### src/sv/scpi_pkg.sv
// Shared types, character codes and handshake structs of the SCPI line parser.
package scpi_pkg;

	typedef logic [1:0] action_t;
	typedef logic [1:0] status_t;
	typedef logic signed [5:0] reply_len_t;

	localparam action_t ACT_PARSE   = 2'd0;
	localparam action_t ACT_EXEC    = 2'd1;
	localparam action_t ACT_DISCARD = 2'd2;

	localparam status_t STAT_IDLE  = 2'd0;
	localparam status_t STAT_READY = 2'd1;
	localparam status_t STAT_ERROR = 2'd2;

	localparam reply_len_t LEN_ZERO      = 6'sd0;
	localparam reply_len_t LEN_NOT_READY = -6'sd1;
	localparam reply_len_t LEN_IDN       = 6'sd17;

	localparam logic [7:0] CH_LF    = 8'h0A;
	localparam logic [7:0] CH_CR    = 8'h0D;
	localparam logic [7:0] CH_SPACE = 8'h20;
	localparam logic [7:0] CH_STAR  = 8'h2A;
	localparam logic [7:0] CH_COLON = 8'h3A;
	localparam logic [7:0] CH_QUERY = 8'h3F;

	// Length of the identify command and the width of its character index.
	localparam int IDN_CHARS = 5;
	localparam int IDN_IDX_W = 3;
	typedef logic [IDN_IDX_W-1:0] idn_idx_t;

	typedef struct packed {
		logic take;
		logic exec_run;
		logic push;
	} ctrl_cmd_t;

	typedef struct packed {
		logic exec_req;
		logic cmp_done;
	} dp_stat_t;

	function automatic logic [7:0] idn_char(idn_idx_t i);
		logic [7:0] c;
		case (i)
			3'd0: c = CH_STAR;
			3'd1: c = 8'h49;
			3'd2: c = 8'h44;
			3'd3: c = 8'h4E;
			3'd4: c = CH_QUERY;
			default: c = 8'h00;
		endcase
		return c;
	endfunction

endpackage

### src/sv/scpi_if.sv
// Valid/ready channel interfaces for requests and results of the SCPI parser.
interface scpi_req_if;
	logic                 valid;
	logic                 ready;
	scpi_pkg::action_t    action;
	logic [7:0]           rx_byte;

	modport source(output valid, output action, output rx_byte, input ready);
	modport sink(input valid, input action, input rx_byte, output ready);
endinterface

interface scpi_rsp_if;
	logic                 valid;
	logic                 ready;
	scpi_pkg::status_t    status;
	scpi_pkg::reply_len_t reply_len;
	logic                 query_seen;

	modport source(output valid, output status, output reply_len, output query_seen,
		input ready);
	modport sink(input valid, input status, input reply_len, input query_seen,
		output ready);
endinterface

### src/sv/scpi_ram.sv
// Generic single-port-write, single-port-read RAM with registered read data.
module scpi_ram #(
	parameter int WIDTH = 8,
	parameter int DEPTH = 64
) (
	input  logic                     clk,
	input  logic                     wr_en,
	input  logic [$clog2(DEPTH)-1:0] wr_addr,
	input  logic [WIDTH-1:0]         wr_data,
	input  logic [$clog2(DEPTH)-1:0] rd_addr,
	output logic [WIDTH-1:0]         rd_data
);

	logic [WIDTH-1:0] mem_q [DEPTH];

	always_ff @(posedge clk) begin
		if (wr_en) begin
			mem_q[wr_addr] <= wr_data;
		end
		rd_data <= mem_q[rd_addr];
	end

endmodule

### src/sv/scpi_ctrl.sv
// Controller: sequences request intake, the identify compare and result hand-off.
module scpi_ctrl (
	input  logic                 clk,
	input  logic                 arst_n,
	input  logic                 req_valid,
	output logic                 req_ready,
	output logic                 rsp_valid,
	input  logic                 rsp_ready,
	input  scpi_pkg::dp_stat_t   stat,
	output scpi_pkg::ctrl_cmd_t  cmd
);

	localparam logic [1:0] S_IDLE = 2'd0;
	localparam logic [1:0] S_EXEC = 2'd1;
	localparam logic [1:0] S_PUSH = 2'd2;

	logic [1:0] state_q;
	logic [1:0] state_d;
	logic       rsp_valid_q;

	assign req_ready    = (state_q == S_IDLE);
	assign rsp_valid    = rsp_valid_q;
	assign cmd.take     = req_valid && req_ready;
	assign cmd.exec_run = (state_q == S_EXEC);
	// The result moves to the output register once that register is free or emptying.
	assign cmd.push     = (state_q == S_PUSH) && (!rsp_valid_q || rsp_ready);

	always_comb begin
		state_d = state_q;
		case (state_q)
			S_IDLE: begin
				if (cmd.take) begin
					state_d = stat.exec_req ? S_EXEC : S_PUSH;
				end
			end
			S_EXEC: begin
				if (stat.cmp_done) begin
					state_d = S_PUSH;
				end
			end
			S_PUSH: begin
				if (cmd.push) begin
					state_d = S_IDLE;
				end
			end
			default: state_d = S_IDLE;
		endcase
	end

	always_ff @(posedge clk or negedge arst_n) begin
		if (!arst_n) begin
			state_q     <= S_IDLE;
			rsp_valid_q <= 1'b0;
		end else begin
			state_q <= state_d;
			if (cmd.push) begin
				rsp_valid_q <= 1'b1;
			end else if (rsp_ready) begin
				rsp_valid_q <= 1'b0;
			end
		end
	end

	a_push_fills: assert property (@(posedge clk) disable iff (!arst_n)
		cmd.push |=> rsp_valid_q)
		else $error("result transfer did not fill the output register");

	a_exec_ends: assert property (@(posedge clk) disable iff (!arst_n)
		(state_q == S_EXEC && stat.cmp_done) |=> state_q == S_PUSH)
		else $error("identify compare did not hand over its result");

endmodule

### src/sv/scpi_dp.sv
// Datapath: parser state, counts, marks, command store and the identify compare.
module scpi_dp #(
	parameter int BUF_DEPTH = 64
) (
	input  logic                  clk,
	input  logic                  arst_n,
	input  scpi_pkg::action_t     action,
	input  logic [7:0]            rx_byte,
	input  scpi_pkg::ctrl_cmd_t   cmd,
	output scpi_pkg::dp_stat_t    stat,
	output scpi_pkg::status_t     status,
	output scpi_pkg::reply_len_t  reply_len,
	output logic                  query_seen
);

	localparam int CW = $clog2(BUF_DEPTH);

	localparam logic [1:0] PS_IDLE  = 2'd0;
	localparam logic [1:0] PS_CMD   = 2'd1;
	localparam logic [1:0] PS_PARAM = 2'd2;

	logic [1:0]           pstate_q, pstate_d;
	logic [CW-1:0]        cmd_cnt_q, cmd_cnt_d;
	logic [CW-1:0]        par_cnt_q, par_cnt_d;
	logic                 ready_q, ready_d;
	logic                 query_q, query_d;
	scpi_pkg::status_t    status_d;
	logic                 wr_en;
	logic [CW-1:0]        wr_addr;
	logic [7:0]           rd_data;

	scpi_pkg::idn_idx_t   idx_q;
	logic                 match_q;
	logic                 cand_q;
	logic                 not_ready_q;
	logic                 match_now;

	scpi_pkg::status_t    res_status_q;
	scpi_pkg::reply_len_t res_len_q;
	logic                 res_query_q;
	scpi_pkg::status_t    out_status_q;
	scpi_pkg::reply_len_t out_len_q;
	logic                 out_query_q;

	always_comb begin
		pstate_d  = pstate_q;
		cmd_cnt_d = cmd_cnt_q;
		par_cnt_d = par_cnt_q;
		ready_d   = ready_q;
		query_d   = query_q;
		status_d  = scpi_pkg::STAT_IDLE;
		wr_en     = 1'b0;
		wr_addr   = cmd_cnt_q;
		case (action)
			scpi_pkg::ACT_PARSE: begin
				if (ready_q) begin
					pstate_d = PS_IDLE;
					status_d = scpi_pkg::STAT_ERROR;
				end else if (rx_byte == scpi_pkg::CH_LF) begin
					pstate_d = PS_IDLE;
					if (cmd_cnt_q != '0) begin
						ready_d  = 1'b1;
						status_d = scpi_pkg::STAT_READY;
					end
				end else if (cmd_cnt_q >= CW'(BUF_DEPTH - 1) ||
						par_cnt_q >= CW'(BUF_DEPTH - 1)) begin
					// A full store drops the whole line.
					cmd_cnt_d = '0;
					par_cnt_d = '0;
					ready_d   = 1'b0;
					query_d   = 1'b0;
					pstate_d  = PS_IDLE;
					status_d  = scpi_pkg::STAT_ERROR;
				end else begin
					case (pstate_q)
						PS_IDLE: begin
							if (rx_byte == scpi_pkg::CH_COLON ||
									rx_byte == scpi_pkg::CH_STAR) begin
								wr_en     = 1'b1;
								wr_addr   = '0;
								cmd_cnt_d = CW'(1);
								pstate_d  = PS_CMD;
							end else begin
								cmd_cnt_d = '0;
								par_cnt_d = '0;
								ready_d   = 1'b0;
								query_d   = 1'b0;
							end
						end
						PS_CMD: begin
							if (rx_byte == scpi_pkg::CH_SPACE) begin
								pstate_d = PS_PARAM;
							end else if (rx_byte != scpi_pkg::CH_CR) begin
								wr_en     = 1'b1;
								cmd_cnt_d = cmd_cnt_q + CW'(1);
								if (rx_byte == scpi_pkg::CH_QUERY) begin
									query_d = 1'b1;
								end
							end
						end
						PS_PARAM: begin
							// Parameter text is only counted; nothing reads it back.
							if (rx_byte != scpi_pkg::CH_CR) begin
								par_cnt_d = par_cnt_q + CW'(1);
							end
						end
						default: pstate_d = PS_IDLE;
					endcase
				end
			end
			scpi_pkg::ACT_EXEC, scpi_pkg::ACT_DISCARD: begin
				cmd_cnt_d = '0;
				par_cnt_d = '0;
				ready_d   = 1'b0;
				query_d   = 1'b0;
			end
			default: ;
		endcase
	end

	scpi_ram #(
		.WIDTH(8),
		.DEPTH(BUF_DEPTH)
	) u_cmd_ram (
		.clk     (clk),
		.wr_en   (cmd.take && wr_en),
		.wr_addr (wr_addr),
		.wr_data (rx_byte),
		.rd_addr (CW'(idx_q)),
		.rd_data (rd_data)
	);

	// Read data is registered, so index k checks the stored character at index k-1.
	assign match_now = match_q &&
		(idx_q == '0 || rd_data == scpi_pkg::idn_char(idx_q - 3'd1));

	assign stat.exec_req = (action == scpi_pkg::ACT_EXEC);
	assign stat.cmp_done = (idx_q == scpi_pkg::idn_idx_t'(scpi_pkg::IDN_CHARS));

	always_ff @(posedge clk or negedge arst_n) begin
		if (!arst_n) begin
			pstate_q  <= PS_IDLE;
			cmd_cnt_q <= '0;
			par_cnt_q <= '0;
			ready_q   <= 1'b0;
			query_q   <= 1'b0;
			idx_q     <= '0;
		end else begin
			if (cmd.take) begin
				pstate_q  <= pstate_d;
				cmd_cnt_q <= cmd_cnt_d;
				par_cnt_q <= par_cnt_d;
				ready_q   <= ready_d;
				query_q   <= query_d;
				idx_q     <= '0;
			end else if (cmd.exec_run && !stat.cmp_done) begin
				idx_q <= idx_q + 3'd1;
			end
		end
	end

	always_ff @(posedge clk) begin
		if (cmd.take) begin
			match_q      <= 1'b1;
			cand_q       <= ready_q && (cmd_cnt_q == CW'(scpi_pkg::IDN_CHARS));
			not_ready_q  <= !ready_q;
			res_status_q <= status_d;
			res_len_q    <= scpi_pkg::LEN_ZERO;
			res_query_q  <= query_d;
		end else if (cmd.exec_run) begin
			match_q <= match_now;
			if (stat.cmp_done) begin
				if (not_ready_q) begin
					res_len_q <= scpi_pkg::LEN_NOT_READY;
				end else if (cand_q && match_now) begin
					res_len_q <= scpi_pkg::LEN_IDN;
				end else begin
					res_len_q <= scpi_pkg::LEN_ZERO;
				end
			end
		end
		if (cmd.push) begin
			out_status_q <= res_status_q;
			out_len_q    <= res_len_q;
			out_query_q  <= res_query_q;
		end
	end

	assign status     = out_status_q;
	assign reply_len  = out_len_q;
	assign query_seen = out_query_q;

	a_cnt_bound: assert property (@(posedge clk) disable iff (!arst_n)
		cmd_cnt_q <= CW'(BUF_DEPTH - 1) && par_cnt_q <= CW'(BUF_DEPTH - 1))
		else $error("store count ran past the buffer");

	a_mark_needs_cmd: assert property (@(posedge clk) disable iff (!arst_n)
		(ready_q || query_q) |-> cmd_cnt_q != '0)
		else $error("ready or query mark set with an empty command");

endmodule

### src/sv/scpi_line_command_parser.sv
// Top level of the SCPI command line parser.
// Each request is a received byte to parse, an execute or a discard, and each gives exactly
// one result. A parse, discard or unused request goes from intake straight to the result
// hand-off; an execute first runs the identify compare, which reads the five stored command
// characters one a cycle through the single read port of the command RAM.
// A new request is taken while the previous result still waits in the output register.
// The command RAM has no reset; only characters written since the last clear affect a result.
module scpi_line_command_parser #(
	parameter int BUF_DEPTH = 64
) (
	input  logic        clk,
	input  logic        arst_n,
	scpi_req_if.sink    req,
	scpi_rsp_if.source  rsp
);

	scpi_pkg::ctrl_cmd_t cmd;
	scpi_pkg::dp_stat_t  stat;

	scpi_ctrl u_ctrl (
		.clk       (clk),
		.arst_n    (arst_n),
		.req_valid (req.valid),
		.req_ready (req.ready),
		.rsp_valid (rsp.valid),
		.rsp_ready (rsp.ready),
		.stat      (stat),
		.cmd       (cmd)
	);

	scpi_dp #(
		.BUF_DEPTH(BUF_DEPTH)
	) u_dp (
		.clk        (clk),
		.arst_n     (arst_n),
		.action     (req.action),
		.rx_byte    (req.rx_byte),
		.cmd        (cmd),
		.stat       (stat),
		.status     (rsp.status),
		.reply_len  (rsp.reply_len),
		.query_seen (rsp.query_seen)
	);

endmodule

### src/flat_wrapper.sv
// flat-port wrapper written by rule: the top's interface ports become plain ports
module scpi_line_command_parser_flat 
#(
	parameter int BUF_DEPTH = 64
)
  (clk, arst_n, req_valid, req_action, req_rx_byte, req_ready, rsp_valid, rsp_status, rsp_reply_len, rsp_query_seen, rsp_ready);
  scpi_req_if req_i ();
  scpi_rsp_if rsp_i ();
  input  logic clk;
  input  logic arst_n;
  input wire logic [$bits(req_i.valid)-1:0] req_valid;
  input wire logic [$bits(req_i.action)-1:0] req_action;
  input wire logic [$bits(req_i.rx_byte)-1:0] req_rx_byte;
  output wire logic [$bits(req_i.ready)-1:0] req_ready;
  output wire logic [$bits(rsp_i.valid)-1:0] rsp_valid;
  output wire logic [$bits(rsp_i.status)-1:0] rsp_status;
  output wire logic [$bits(rsp_i.reply_len)-1:0] rsp_reply_len;
  output wire logic [$bits(rsp_i.query_seen)-1:0] rsp_query_seen;
  input wire logic [$bits(rsp_i.ready)-1:0] rsp_ready;
  assign req_i.valid = req_valid;
  assign req_i.action = req_action;
  assign req_i.rx_byte = req_rx_byte;
  assign req_ready = req_i.ready;
  assign rsp_valid = rsp_i.valid;
  assign rsp_status = rsp_i.status;
  assign rsp_reply_len = rsp_i.reply_len;
  assign rsp_query_seen = rsp_i.query_seen;
  assign rsp_i.ready = rsp_ready;
  scpi_line_command_parser #(.BUF_DEPTH(BUF_DEPTH)) u_core (.clk(clk), .arst_n(arst_n), .req(req_i), .rsp(rsp_i));
endmodule
### config.mk
export PLATFORM = sky130hd
export DESIGN_NAME = scpi_line_command_parser_flat
export DESIGN_NICKNAME = d
export VERILOG_FILES = /design/src/sv/scpi_pkg.sv /design/src/sv/scpi_if.sv /design/src/sv/scpi_ram.sv /design/src/sv/scpi_ctrl.sv /design/src/sv/scpi_dp.sv /design/src/sv/scpi_line_command_parser.sv /design/src/flat_wrapper.sv
export SDC_FILE = /design/constraint.sdc
export NUM_CORES = 1
export LEC_CHECK = 0
export BUFFER_PORTS_ARGS = -buffer_cell sky130_fd_sc_hd__buf_2
export CORE_ASPECT_RATIO = 2
export CORE_MARGIN = 3
export CORE_UTILIZATION = 46
export CTS_BUF_LIST = sky130_fd_sc_hd__clkbuf_4
export CTS_CLUSTER_DIAMETER = 100
export DETAILED_ROUTE_END_ITERATION = 7
export PLACE_DENSITY = 0.62
export REMOVE_ABC_BUFFERS = 1
export SLEW_MARGIN = 20
export SYNTH_ARGS = -nofsm -noshare
export SYNTH_HDL_FRONTEND = slang
export SYNTH_SLANG_ARGS = --single-unit
### constraint.sdc
create_clock -name clk -period 5.85 [get_ports clk]
set_clock_uncertainty 0.1 [all_clocks]
set_input_delay 1.755 -clock clk [delete_from_list [all_inputs] [get_ports clk]]
set_output_delay 1.755 -clock clk [all_outputs]
set_load 0.005 [all_outputs]
Word-level counts from Yosys, hierarchy flattened --
Memories as Yosys holds them, arrays and structs flattened. A register that Yosys moved wholly into a read port is not among the register bits. Index checks and enable logic that the tools add are counted.
Operators by class: equality and inequality tests 33, bitwise gates (word level) 1, reductions and logical operators 31, $lt $le $gt $ge 2, add/sub/neg operators 4, multiplexer cells 66
Operators with widths (number):
- $mux W6 | 17
- $pmux W6 S2 | 4
- $pmux W7 S5 | 1
- $eq A8 B6 Y1 const B | 4
- $mux W2 | 12
- $mux W1 | 23
- $ne A4 B4 Y1 const B | 5
- $reduce_and A7 Y1 | 2
- $add A6 B1 Y6 const B | 2
- $ge A6 B6 Y1 const B | 2
- $pmux W2 S3 | 2
- $ne A5 B5 Y1 const B | 2
- $eq A8 B4 Y1 const B | 1
- $eq A8 B8 Y1 | 1
- $ne A8 B4 Y1 const B | 1
- $pmux W1 S2 | 4
- $logic_and A1 B1 Y1 | 7
- $eq A2 B1 Y1 const B | 3
- $eq A2 B2 Y1 const B | 3
- $eq A3 B2 Y1 const B | 2
- $eq A3 B3 Y1 const B | 2
- $eq A6 B3 Y1 const B | 1
- $logic_not A2 Y1 | 3
- $logic_not A3 Y1 | 2
- 18 further kinds | 31
Word-level totals: output and inout port bits 11, RAM bits 512, input bits 14, memories 1, flip-flop bits (word level) 43, logic and storage cells 156
Memories:
- u_core.u_dp.u_cmd_ram.mem_q | words 64, bits a word 8, read ports 1, clocked after memory_dff 1, write ports 1, line scpi_ram.sv:14 | logic [WIDTH-1:0] mem_q [DEPTH];

Logic depth before layout (Yosys ltp) --
word-level depth 11, gate-level depth with buffers 10, depth with buffers taken out 8

Cells and area by module --
A second synthesis with hierarchy kept.
Second synthesis, totals: cell total of the unflattened synthesis 1216, area, all modules 22550.4 sq um
By module, submodules not included:
- scpi_ram | seq. area each 15534.9 sq um, area an instance 20190.6 sq um, cells each 972, instances 1
- scpi_dp | seq. area each 835.8 sq um, area an instance 2198.4 sq um, cells each 227, instances 1
- scpi_ctrl | seq. area each 75.1 sq um, area an instance 161.4 sq um, cells each 17, instances 1

Worst setup path after synthesis --
No wires, ideal clock.
path kind input-to-reg, start point in req_valid, end point mem u_core.u_dp.u_cmd_ram.mem_q[2][0], enable pin, path slack 1535 ps, library setup time 398 ps, data required time 5352 ps, stages on the path 5, data arrival time 3818 ps, buffers on the path 0, path through nor3b_4 nand2_2 or4_4 nor2_1 nor4b_1
Between the ends: word-level cells in the longest chain between the ends 4
RTL lines:
- from (decl) | line flat_wrapper.sv:11 | input wire logic [$bits(req_i.valid)-1:0] req_valid;
- $logic_and A1 B1 Y1 | line scpi_ctrl.sv:23 | assign cmd.take = req_valid && req_ready;
- $logic_and A1 B1 Y1 | line scpi_dp.sv:126 | .wr_en (cmd.take && wr_en),
- $mux W1 | line scpi_ram.sv:17 | if (wr_en) begin
- $mux W1 (implied by the code) | line scpi_ram.sv:18 | mem_q[wr_addr] <= wr_data;
- to (decl) | line scpi_ram.sv:14
No other way between the ends.

Worst setup path after layout --
start point in req_rx_byte[4], end point mem u_core.u_dp.u_cmd_ram.mem_q[1][6], enable pin
Between the ends: word-level cells in the longest chain between the ends 11, elaborated cells between the ends (all ways) 23, those cells by class 5 x eq/ne; 16 x mux; 2 x reduce/logical
RTL lines:
- from (decl) | line flat_wrapper.sv:13 | input wire logic [$bits(req_i.rx_byte)-1:0] req_rx_byte;
- $ne A8 B4 Y1 (tied with other cells) | line scpi_dp.sv:93 | end else if (rx_byte != scpi_pkg::CH_CR) begin
- $mux W1 or $logic_or A1 B1 Y1 (tied branches) | line scpi_dp.sv:93, scpi_dp.sv:77
- $mux W1 (on tied branches) | line scpi_dp.sv:91, scpi_dp.sv:77
- $pmux W1 S2 | line scpi_dp.sv:75 | case (pstate_q)
- $mux W1 | line scpi_dp.sv:65 | end else if (cmd_cnt_q >= CW'(BUF_DEPTH - 1) ||
- $mux W1 | line scpi_dp.sv:59 | end else if (rx_byte == scpi_pkg::CH_LF) begin
- $mux W1 | line scpi_dp.sv:56 | if (ready_q) begin
- $mux W1 | line scpi_dp.sv:54 | case (action)
- $logic_and A1 B1 Y1 | line scpi_dp.sv:126
- $mux W1 | line scpi_ram.sv:17
- $mux W1 (implied by the code) | line scpi_ram.sv:18
Parallel ways exist; a longest one is shown, timed or not.

==> run metrics <==
status=completed; Pint=1218 uW; pin count of the biggest net entering global routing=23; reg-to-reg startpoint=u_core.u_dp.idx_q[1]; dominant synthesized flop cell=edfxtp_1; initial core utilization=0.4726; crit start category=primary input; critical path class=primary input to register; Core Rows=53; Clock transition at path regs=0.16 ns; CTS tree=yes; final setup violation count=0; sequential share of the synthesized area=0.6006; CP Depth=6; Mapped Cells=360; initial antenna violation count=1; Iteration-0 DRC Markers=between 200 and 250; Ports=25; worst skew pair latency=approximately 0.45 ns; worst min-delay path startpoint=u_core.u_dp.res_query_q; Max Clock Freq=254.5 MHz; worst path bufs/invs=1; max-cap violation count=0; Die H=153.2 um; Congestion Overflow GR=0; sw power=516.1 uW; Combinational Power Share=0.249; Core ar.=about 11000 um2; Worst setup EP type=register; Routed wire per std cell=approximately 20 um; IO buf count=24; count of cell types in the netlist=69; CTS-repair resized insts=0; post-synthesis register bit count=107; synthesized area=4984 um2; sw frac=0.2976; sequential power share=0.545; Initial DRT Pass Iterations=5; drt drc=0; Worst Slack Setup Final=1.921 ns; Layout Area Growth over Synthesis=7.431%; DP Wirelength=7.602 mm; Worst Setup SP=req_rx_byte[4]; die area=~12000 um2; fin nets=410; RSZ-0062 raised after global routing=false; CTS H-tree depth=3; power per cell area=323.9 nW/um2; CP max FO=12; LEAKAGE=0.001877 uW; Tcrit/Tclk final=0.6717; syn_area_per_cell=around 14 um2; Tightest Pin Transition=0.9554 ns; Clk pwr share=0.207; Clock Sinks=107; hold path cells=0; CTS hold repair buffers=0; Area contributors post-synth=edfxtp_1, dfrtp_1, mux4_2; share of layout cells above drive strength 1=0.1964; Final Slew Violations=0; pre-CTS WS=approximately 1.4 ns; Max VDD drop=0.1372 mV; Req. time, crit path=5.84 ns; ys async rst share=0.2056; Hold Fails Final Rpt=0; cell type of the slowest stage on the worst timing path=and4_1; crit-path max cell delay=0.59 ns; critical-path cell list=buf_2, or4_1, o21ai_0, or4_4, nor4b_4, and4_1; critical path data arrival time=about 3.9 ns; routed vias/inst=5.842; CTS buffer count=9; first-pass GRT wire length=16.66 mm; antenna-violating nets left=0; DR vias=3067; YS warnings=0; top cell family by delay on the critical path=simple AND/OR/NAND/NOR gates; Post-synth EDFFs=74; Worst Hold Slack=0.3457 ns; share of the synthesized area in the top cell type=0.4459; post-route setup TNS=0 ns; number of setup buffers added after CTS=0; die width=79.60 um; HP Class=register to register; number of global-route vias before repair=roughly 3200; Slew Limit Headroom=0.3630; total track usage=0.1844; crit path time final=3.929 ns; largest area contributor in the netlist=edfxtp_1; CTS Buffer Depth=2; worst reg-to-reg path cell count=8; GP Congestion=0.8498; Root Driver=clkbuf_4; Total Wirelength=10.47 mm
## worst register-to-register path: cells and delay by family (launching register included)
| family | cells | cell delay, ns |
|---|---|---|
| flip-flops | 1 | 1.00 |
| AND/OR/NAND/NOR | 1 | 0.43 |
| adder cells (fa/ha/maj) | 2 | 0.77 |
| buffers and inverters | 1 | 0.23 |
| AO/OA/AOI/OAI | 2 | 0.43 |
| XOR/XNOR | 1 | 0.20 |
| multiplexers | 1 | 0.12 |
## path summary, 6_finish.rpt
path                            slack [ns]                                end
worst max-delay path                  1.92  u_core.u_dp.u_cmd_ram.mem_q[1][6]
worst min-delay path                  0.35             u_core.u_dp.query_seen
worst max register to register        2.52           u_core.u_dp.res_len_q[4]
worst min register to register        0.35             u_core.u_dp.query_seen
max in group asynchronous             4.11           u_core.u_dp.cmd_cnt_q[4]
min in group asynchronous             1.15           u_core.u_dp.par_cnt_q[1]
## cells in the final DEF (no fill, tap or decap), types with 10 or more instances in the layout
| cell type | count |
|---|---|
| ha_1 | 14 |
| mux4_2 | 16 |
| clkbuf_4 | 10 |
| nor2_1 | 15 |
| buf_2 | 24 |
| nor3_1 | 13 |
| inv_1 | 19 |
| dfrtp_1 | 22 |
| edfxtp_1 | 74 |
| dfxtp_1 | 11 |
| nand2_1 | 19 |
## cells by family (layout without fill, tap and decap cells)
family	after synthesis	after routing	synth area share
and+or+nand+nor	109	109	0.1338
DFF	107	107	0.6006
AOI/OAI and AO/OA	64	64	0.09691
buffers and inverters	35	62	0.03013
muxes	27	27	0.09641
adders and majority gates	14	14	0.03515
xor gates and xnor gates	4	4	0.007031
other	0	1	0
## Yosys cell counts (4+ instances only)
master	count
nand2b_1	6
o21ai_0	9
edfxtp_1	74
ha_1	14
nor4b_1	5
clkbuf_1	9
nand3_1	7
mux4_2	16
dfxtp_1	11
a21o_1	5
nor3_1	13
inv_1	19
and4_1	7
nor2b_1	4
and3_1	4
nor4_1	6
mux2_2	8
a21oi_1	8
buf_4	4
o31ai_1	5
nor2_1	15
nand2_1	19
dfrtp_1	22
## power groups by stage
stage	registers, uW	clock network (uW)	logic [uW]
floorplan	962	0	288
global placement	961	0	425
detailed placement	963	0	431
CTS	945	370	435
global route	957	398	479
finish	944	358	431
## per-stage QoR
step,util,area (um2),total power [uW],instances
after floorplan,-,4905,1249,344
after global placement,0.4950,5219,1386,508
after detailed placement,0.4950,5219,1393,508
after CTS,0.5075,5351,1750,524
after global routing,0.5078,5354,1834,525
final,0.5078,5354,1734,525
## final cells by class
type / count / area (um2)
fill: 931 / 5190
sequential: 107 / 2993
multi-input combinational: 218 / 1841
tap: 137 / 171.4
timing repair buffer: 27 / 142.6
clock buffer: 10 / 75.07
inverter: 19 / 71.32
clock inverter: 6 / 57.56
antenna: 1 / 2.502
## registers in the layout (all words and copies together) (netlist names), 2 cells and up
name / count
u_core.u_dp.u_cmd_ram.mem_q: 64
u_core.u_dp.u_cmd_ram.rd_data: 8
u_core.u_dp.cmd_cnt_q: 6
u_core.u_dp.par_cnt_q: 6
u_core.u_dp.idx_q: 3
u_core.u_ctrl.state_q: 2
u_core.u_dp.pstate_q: 2
u_core.u_dp.reply_len: 2
u_core.u_dp.res_len_q: 2
u_core.u_dp.res_status_q: 2
u_core.u_dp.status: 2
## per-layer routing
layer | GRT usage | part of all wire | vias to the layer above
met5 | 0 | 0 | -
met4 | 0.09016 | 0.041 | 0
met3 | 0.02889 | 0.024 | 36
met2 | 0.3418 | 0.58 | 61
met1 | 0.1951 | 0.36 | 1519
li1 | - | - | 1451
(Power assumes the default switching activity.)
